[src/sv/assert_macros.svh]
// Assertion macros used by the top-level RTL file.
`ifndef ASSERT_MACROS_SVH
`define ASSERT_MACROS_SVH
`ifndef NO_ASSERTIONS
`define TCVW_ASSERT(lbl, clk, rst_n, prop) \
  lbl: assert property (@(posedge clk) disable iff (!rst_n) prop) \
    else $error("assertion failed");
`define TCVW_NEVER(lbl, clk, rst_n, expr) \
  lbl: assert property (@(posedge clk) disable iff (!rst_n) !(expr)) \
    else $error("forbidden condition seen");
`else
`define TCVW_ASSERT(lbl, clk, rst_n, prop)
`define TCVW_NEVER(lbl, clk, rst_n, expr)
`endif
`endif

[src/sv/tcvw_pkg.sv]
// Shared types and constants of the tick classifier with window VWAP.
package tcvw_pkg;

  localparam int          WINDOW_DEFAULT  = 200;
  localparam logic [31:0] TICK_SIZE_RESET = 32'd2500;
  localparam logic [31:0] EST_MAX         = 32'd1000;
  localparam logic [31:0] RECIP10         = 32'hCCCC_CCCD;

  localparam logic [1:0] SIDE_BUY     = 2'd0;
  localparam logic [1:0] SIDE_SELL    = 2'd1;
  localparam logic [1:0] SIDE_UNKNOWN = 2'd2;

  typedef enum logic [3:0] {
    OP_NONE,
    OP_LOAD,
    OP_EST_DIV,
    OP_EST_TAKE,
    OP_MUL_SIZE,
    OP_SPLIT,
    OP_MUL_SPREAD,
    OP_QUOTES,
    OP_CLASSIFY,
    OP_VWAP_DIV,
    OP_VWAP_TAKE,
    OP_MUL_OLD,
    OP_SUB_OLD,
    OP_MUL_NEW,
    OP_COMMIT
  } op_e;

  typedef struct packed {
    logic has_rvol;
    logic prev_zero;
    logic same_price;
    logic vwap_div;
    logic ring_full;
    logic div_busy;
    logic out_free;
  } status_t;

endpackage

[src/sv/tcvw_ctrl.sv]
// Controller: sequences the datapath steps for one update.
module tcvw_ctrl import tcvw_pkg::*; (
  input  logic    clk_i,
  input  logic    rst_ni,
  input  logic    in_valid_i,
  output logic    in_ready_o,
  input  status_t status_i,
  output op_e     op_o
);
  typedef enum logic [3:0] {
    S_IDLE, S_EST, S_EWAIT, S_MSZ, S_SPLIT, S_MSP, S_QUOTE, S_CLS,
    S_VDIV, S_VWAIT, S_OLD, S_SUB, S_NEW, S_DONE
  } state_e;

  state_e state_q, state_d;

  always_comb begin
    state_d = state_q;
    op_o    = OP_NONE;
    unique case (state_q)
      S_IDLE: if (in_valid_i) begin op_o = OP_LOAD; state_d = S_EST; end
      S_EST: begin
        if (status_i.has_rvol || status_i.prev_zero) begin
          op_o = OP_EST_TAKE; state_d = S_MSZ;
        end else if (status_i.same_price) begin
          state_d = S_IDLE;
        end else begin
          op_o = OP_EST_DIV; state_d = S_EWAIT;
        end
      end
      S_EWAIT: if (!status_i.div_busy) begin op_o = OP_EST_TAKE; state_d = S_MSZ; end
      S_MSZ:   begin op_o = OP_MUL_SIZE;   state_d = S_SPLIT; end
      S_SPLIT: begin op_o = OP_SPLIT;      state_d = S_MSP;   end
      S_MSP:   begin op_o = OP_MUL_SPREAD; state_d = S_QUOTE; end
      S_QUOTE: begin op_o = OP_QUOTES;     state_d = S_CLS;   end
      S_CLS:   begin op_o = OP_CLASSIFY;   state_d = S_VDIV;  end
      S_VDIV: begin
        if (status_i.vwap_div) begin
          op_o = OP_VWAP_DIV; state_d = S_VWAIT;
        end else begin
          op_o = OP_VWAP_TAKE; state_d = S_OLD;
        end
      end
      S_VWAIT: if (!status_i.div_busy) begin op_o = OP_VWAP_TAKE; state_d = S_OLD; end
      S_OLD: begin
        if (status_i.ring_full) begin
          op_o = OP_MUL_OLD; state_d = S_SUB;
        end else begin
          state_d = S_NEW;
        end
      end
      S_SUB:  begin op_o = OP_SUB_OLD; state_d = S_NEW;  end
      S_NEW:  begin op_o = OP_MUL_NEW; state_d = S_DONE; end
      S_DONE: if (status_i.out_free) begin op_o = OP_COMMIT; state_d = S_IDLE; end
      default: state_d = S_IDLE;
    endcase
  end

  always_ff @(posedge clk_i or negedge rst_ni) begin
    if (!rst_ni) begin
      state_q <= S_IDLE;
    end else begin
      state_q <= state_d;
    end
  end

  assign in_ready_o = state_q == S_IDLE;
endmodule

[config.mk]
export PLATFORM = sky130hd
export DESIGN_NAME = tcvw_ctrl
export DESIGN_NICKNAME = d
export VERILOG_FILES = /design/src/sv/assert_macros.svh /design/src/sv/tcvw_pkg.sv /design/src/sv/tcvw_ctrl.sv
export SDC_FILE = /design/constraint.sdc
export NUM_CORES = 1
export LEC_CHECK = 0
export ABC_AREA = 0
export BUFFER_PORTS_ARGS = -buffer_cell sky130_fd_sc_hd__buf_2
export CORE_UTILIZATION = 32
export CTS_CLUSTER_SIZE = 24
export DETAILED_ROUTE_END_ITERATION = 10
export GPL_ROUTABILITY_DRIVEN = 0
export HOLD_SLACK_MARGIN = 0.1
export PLACE_DENSITY = 0.61
export REMOVE_ABC_BUFFERS = 1
export SETUP_SLACK_MARGIN = 0.1
export SLEW_MARGIN = 20
export SYNTH_ARGS = -nofsm -noshare
export SYNTH_HDL_FRONTEND = slang
export SYNTH_SLANG_ARGS = --single-unit
[constraint.sdc]
create_clock -name clk_i -period 1.74 [get_ports clk_i]
set_input_delay 0.174 -clock clk_i [delete_from_list [all_inputs] [get_ports clk_i]]
set_output_delay 0.174 -clock clk_i [all_outputs]
set_load 0.02 [all_outputs]
==> results of run 1 <==
[where the power goes]
| group | total [mW] | internal, mW | switching (mW) | leakage (nW) |
|---|---|---|---|---|
| registers | 0.274 | 0.148 | 0.126 | 0.0444 |
| clock network | 0.115 | 0.0771 | 0.0377 | 0.0138 |
| logic | 1.18 | 0.586 | 0.593 | 0.286 |
[routing by layer]
layer  vias to the layer above  GRT usage  part of all wire
met1                       291     0.2620              0.48
met3                         0    0.03913             0.047
li1                        303          -                 -
met2                        22     0.2844              0.47
met4                         0    0.05806                 0
met5                         -          0                 0
[repair_timing]
item                                    4_1_cts  5_1_grt
gates cloned                                  0        0
hold endpoints to repair                      4        0
hold buffers                                  1        0
endpoints found under the setup margin        4        5
gates resized for setup                      19        2
pin swaps                                     2        3
buffers inserted                              4        1
[layout make-up]
type / instances / share of cell area
sequential: 4 / 0.1393
tap: 16 / 0.02653
timing repair buffer: 27 / 0.2421
clock buffer: 3 / 0.02985
multi-input combinational: 55 / 0.5473
inverter: 3 / 0.01493
[logic make-up (layout without fill, tap and decap cells)]
logic type / Yosys count / in the layout / synth area share
DFF: 4 / 4 / 0.1961
buffers and inverters: 10 / 33 / 0.09559
muxes: 1 / 1 / 0.02206
xor gates and xnor gates: 1 / 1 / 0.01716
and+or+nand+nor: 25 / 25 / 0.2819
AOI/OAI and AO/OA: 28 / 28 / 0.3873
[synthesized netlist by cell type]
cell and number:
buf_2 6, inv_1 3, or3_1 1, and2b_1 1, o41ai_1 1, o21a_1 1, buf_4 1, o32a_1 1
nor4_1 2, a22o_1 1, a21boi_0 1, o21ai_0 4, a21boi_1 1, nor2b_1 1, a22oi_2 1, a21oi_1 5
and4b_1 1, dfrtp_1 4, and3b_1 2, nor2_1 7, a21o_1 1, nand2_1 5, o221a_1 1, a221o_1 1
o31ai_1 1, a22oi_1 1, xor2_1 1, o21ai_1 2, nor3b_1 1, mux2_1 1, a31oi_1 1, o22ai_1 2
a221oi_1 1, o311ai_0 1, nand2b_1 3, nor3b_2 1
[stage by stage]
step                hold WS [ns]  setup TNS [ns]  setup WS [ns]  power (mW)  std cells
floorplan                -0.1216         -0.2351        -0.2351      0.8481         62
global placement        -0.01886               0         0.1446       1.182        100
detailed placement      -0.01911               0        0.05858       1.193        100
CTS                       0.2588        -0.03126       -0.01784       1.536        108
global route              0.2667         -0.2385        -0.1167       1.691        108
finish                    0.2615        -0.08500       -0.05815       1.568        108
[worst max path at each step]
stage / from / to / slack, ns / cells after the start
floorplan: state_q[3] / op_o[1] / -0.24 / 3
global placement: state_q[2] / op_o[1] / 0.14 / 4
detailed placement: state_q[2] / op_o[0] / 0.06 / 6
CTS: state_q[1] / op_o[1] / -0.02 / 5
global route: state_q[3] / op_o[0] / -0.12 / 6
finish: state_q[3] / op_o[0] / -0.06 / 6
[worst max-delay path, cell delays in order, from the launching register on]
cell	delay [ns]
dfrtp_2	0.47
buf_6	0.17
and3b_1	0.16
o21ai_1	0.19
a21oi_2	0.10
a21o_1	0.15
buf_2	0.15
==> results.md, run 1 <==
* Status: finished with violations
* Failing checks: negative setup slack
* Fin crit period at ~1.8 ns
* Clk pin slew, worst setup/hold paths at 0.04 ns
* Final Cycle Share at 1.033
* Routed Antenna Nets at 0
* Nets at 104
* Design area at around 750 µm²
* FP Rows at 14
* Largest regs: state_q x4
* IO Port Bufs at 14
* Synth top area share at 0.1961
* Final setup viols at 2
* CTS tree: built
* Most frequent cells in the layout: buf_2 (12), buf_4 (12), nor2_1 (7)
* Final WS setup at -0.05815 ns
* Global-route wire length before repair at 2518 µm
* Peak VDD IR at 0.0007676 V
* GRT Residual Overflow at 0
* Clock tree buffer depth at 2
* Critical path required time at 1.57 ns
* Reg-to-reg endpoint: state_q[1]
* Cells after synthesis at 69
* Final Skew at approximately 0.01 ns
* Critical path class: register to output pin
* Die W at between 40 and 50 µm
* Core ar. at 0.001506 mm²
* H-Tree Depth at 1
* CP Launch Type: register
* Largest net degree at the start of global routing at 13
* Worst-Margin Slew at roughly 0.28 ns
* Top reg by flops: state_q
* Layout cells sized above 1 at 0.4783
* Routed vias/inst at 5.704
* CP Capture Type: output pin
* Final max-slew violation count at 0
* Ports at 15
* Synth top area cells: dfrtp_1 (20%), buf_2 (5.9%), nor2_1 (5.1%)
* Pleak at approximately 0.34 nW
* RSZ-0062 raised after global routing: true
* Placed Area at 623.1 µm²
* Die ar. at 0.001759 mm²
* Max Cap Viol at 0
* CTS Root Buffer Type: clkbuf_4
* Height of the die at about 42 µm
* Skew-Pair Late Insertion Delay at 0.24 ns
* Multi-input logic area at approximately 410 µm²
* Vias in the first global route at 565
* Cell Pwr Density at 2079 mW/mm²
* CTS buffer count at 3
* Drc violations at 0
* Yosys warns at 0
* Post-Syn Area at ~500 µm²
* Reg2Reg Setup Slack at approximately 0.15 ns
* Max Fclk at 556.1 MHz
* CP arrival at 1.62 ns
* Fin. Hold Viols at 0
* Total Routed Length at approximately 1500 µm
* Synth Area per Inst at 7.398 µm²
* Post-synth top area cell: dfrtp_1
* Sequential cell area at 105.1 µm²
* Initial DRC count at 16
* Synth-to-Final Area Change at 47.79%
* FF-to-FF path depth at 5
* Hpwl dp at 1002 µm
* Gr usage total at 0.1867
* First drt pass iteration count at 4
* Synth cell types at 36
* Post-DR wirelength/cell at 13.44 µm
* FF+latch count, synth at 4
* Core Util, Final at 0.5008
* Max reg flops at 4
* Worst min-delay path class: input pin to asynchronous set/reset pin
* Number of diodes at 0
* Initial Util at 0.3389
* Vias at 616
* Slew margin rel. at 0.8080
* Crit-path max FO at 11
* CTS sink count at 4
* Initial antenna violation count at 0
* Worst r2r src: state_q[1]
* Register area share after synthesis at 0.1961
* FILL cells at between 100 and 150
Power figures use the tool's default switching activity.
==> run 2, diff against run 1 <==
Settings changed: SLEW_MARGIN 20 to unset, TNS_END_PERCENT set to 1.
==> results.md, run 2 (synthesis gave the netlist of run 1 again) <==
* Worst Hold Slack at 0.2615 ns
* Final Skew at 0.009885 ns
* Layout cells sized above 1 at 0.4835
* Worst r2r src: state_q[3]
* Nets at 103
* Status: finished with violations
* Worst path top cell family by delay: compound AO/OA/AOI/OAI gates
* Largest regs: state_q x4
* CP peak stage delay at ~0.49 ns
* Top reg by flops: state_q
* CP Buf/Inv Count at 1
* Max reg flops at 4
* Drc violations at 0
* Max Fclk at between 500 and 600 MHz
* Die ar. at 0.001759 mm²
* Failing checks: negative setup slack
* Peak VDD IR at roughly 0.0008 V
* Cell chain of the critical path: o41ai_2, o21a_1, o311ai_2, buf_4
* Routed Antenna Nets at 0
* H-Tree Depth at 1
* Critical path class: register to output pin
* Largest net degree at the start of global routing at 13
* Cell Pwr Density at 2110 mW/mm²
* Skew-Pair Late Insertion Delay at 0.24 ns
* Worst min-delay path class: input pin to asynchronous set/reset pin
* Pleak at 0.3431 nW
* Vias at 637
* FP Rows at 14
* Fin. Hold Viols at 0
* Critical path required time at 1.57 ns
* Ports at 15
* Core ar. at 0.001506 mm²
* Final max-slew violation count at 0
* CTS sink count at 4
* Clk pin slew, worst setup/hold paths at 0.04 ns
* Fin crit period at 1.802 ns
* GRT Residual Overflow at 0
* Clock tree buffer depth at 2
* Final Cycle Share at 1.035
* CP Capture Type: output pin
* Worst-Margin Slew at 0.3460 ns
* Initial antenna violation count at 0
* Most frequent cells in the layout: buf_2 (11), buf_4 (11), nor2_1 (7)
* CP arrival at ~1.6 ns
* CTS Root Buffer Type: clkbuf_4
* Die W at around 42 µm
* Max Cap Viol at 0
* Slew margin rel. at 0.7668
* Synth-to-Final Area Change at 49.02%
* RSZ-0062 raised after global routing: true
* Total Routed Length at about 1600 µm
* IO Port Bufs at 14
* Crit-path max FO at 12
* Initial DRC count at 18
* Number of diodes at 0
* Height of the die at around 42 µm
* Crit-path slowest cell: dfrtp_2
* Hpwl dp at 1002 µm
* Global-route wire length before repair at 2518 µm
* Dpl ws at slightly below 0.06 ns
* Final WS setup at -0.06159 ns
* CTS buffer count at 3
* Gr usage total at 0.1903
* Final setup viols at 2
* FILL cells at around 150
* CP Launch Point: state_q[2]
* Vias in the first global route at 553
* First drt pass iteration count at 4
* CP Launch Type: register
* Post-DR wirelength/cell at 14.68 µm
* Routed vias/inst at 5.953
* Core Util, Final at 0.5050
* Initial Util at 0.3389
* CTS tree: built
-- run 2: final timing paths --
path                              end  cells past startpoint  slack [ns]
setup / recovery              op_o[1]                      4       -0.06
hold / removal             state_q[3]                      2        0.26
setup reg to reg           state_q[0]                      4        0.16
hold reg to reg            state_q[2]                      1        0.56
max in group asynchronous  state_q[2]                      2        1.34
min in group clk_i         state_q[1]                      4        0.37
-- run 2: repair_timing --
item,CTS,global route
setup endpoints to repair,4,5
hold endpoints to repair,4,0
hold buffers,1,0
cloned,0,0
resized for setup,18,6
setup buffers,3,0
pin swaps,2,3
-- run 2: cell type report --
cell class | count | area (µm²) | area share
Inverter | 3 | 11.26 | 0.01480
Timing Repair Buffer | 26 | 181.4 | 0.2385
Sequential cell | 4 | 105.1 | 0.1382
Tap cell | 16 | 20.02 | 0.02632
Multi-Input combinational cell | 55 | 420.4 | 0.5526
Clock buffer | 3 | 22.52 | 0.02961
-- run 2: metal layers --
layer | share of wire | up-vias | routed length, µm | global-route usage
met4 | 0 | 0 | 0 | 0.05806
met2 | 0.48 | 29 | 755 | 0.3031
met1 | 0.47 | 306 | 740 | 0.2540
met3 | 0.047 | 0 | 74 | 0.04348
li1 | - | 302 | - | -
met5 | 0 | - | 0 | 0
-- run 2: power breakdown --
| group | switching [mW] | internal, mW | leakage, nW |
|---|---|---|---|
| Combinational | 0.607 | 0.601 | 0.285 |
| Clock | 0.0378 | 0.0771 | 0.0138 |
| Sequential | 0.135 | 0.148 | 0.0444 |
-- run 2: stage by stage --
step	cells	power [mW]	area (µm²)	TNS [ns]
floorplan	62	0.8481	473.0	-0.2351
global placement	100	1.182	623.1	0
detailed placement	100	1.193	623.1	0
CTS	107	1.505	735.7	-0.03310
global route	107	1.709	760.7	-0.2433
finish	107	1.605	760.7	-0.08223
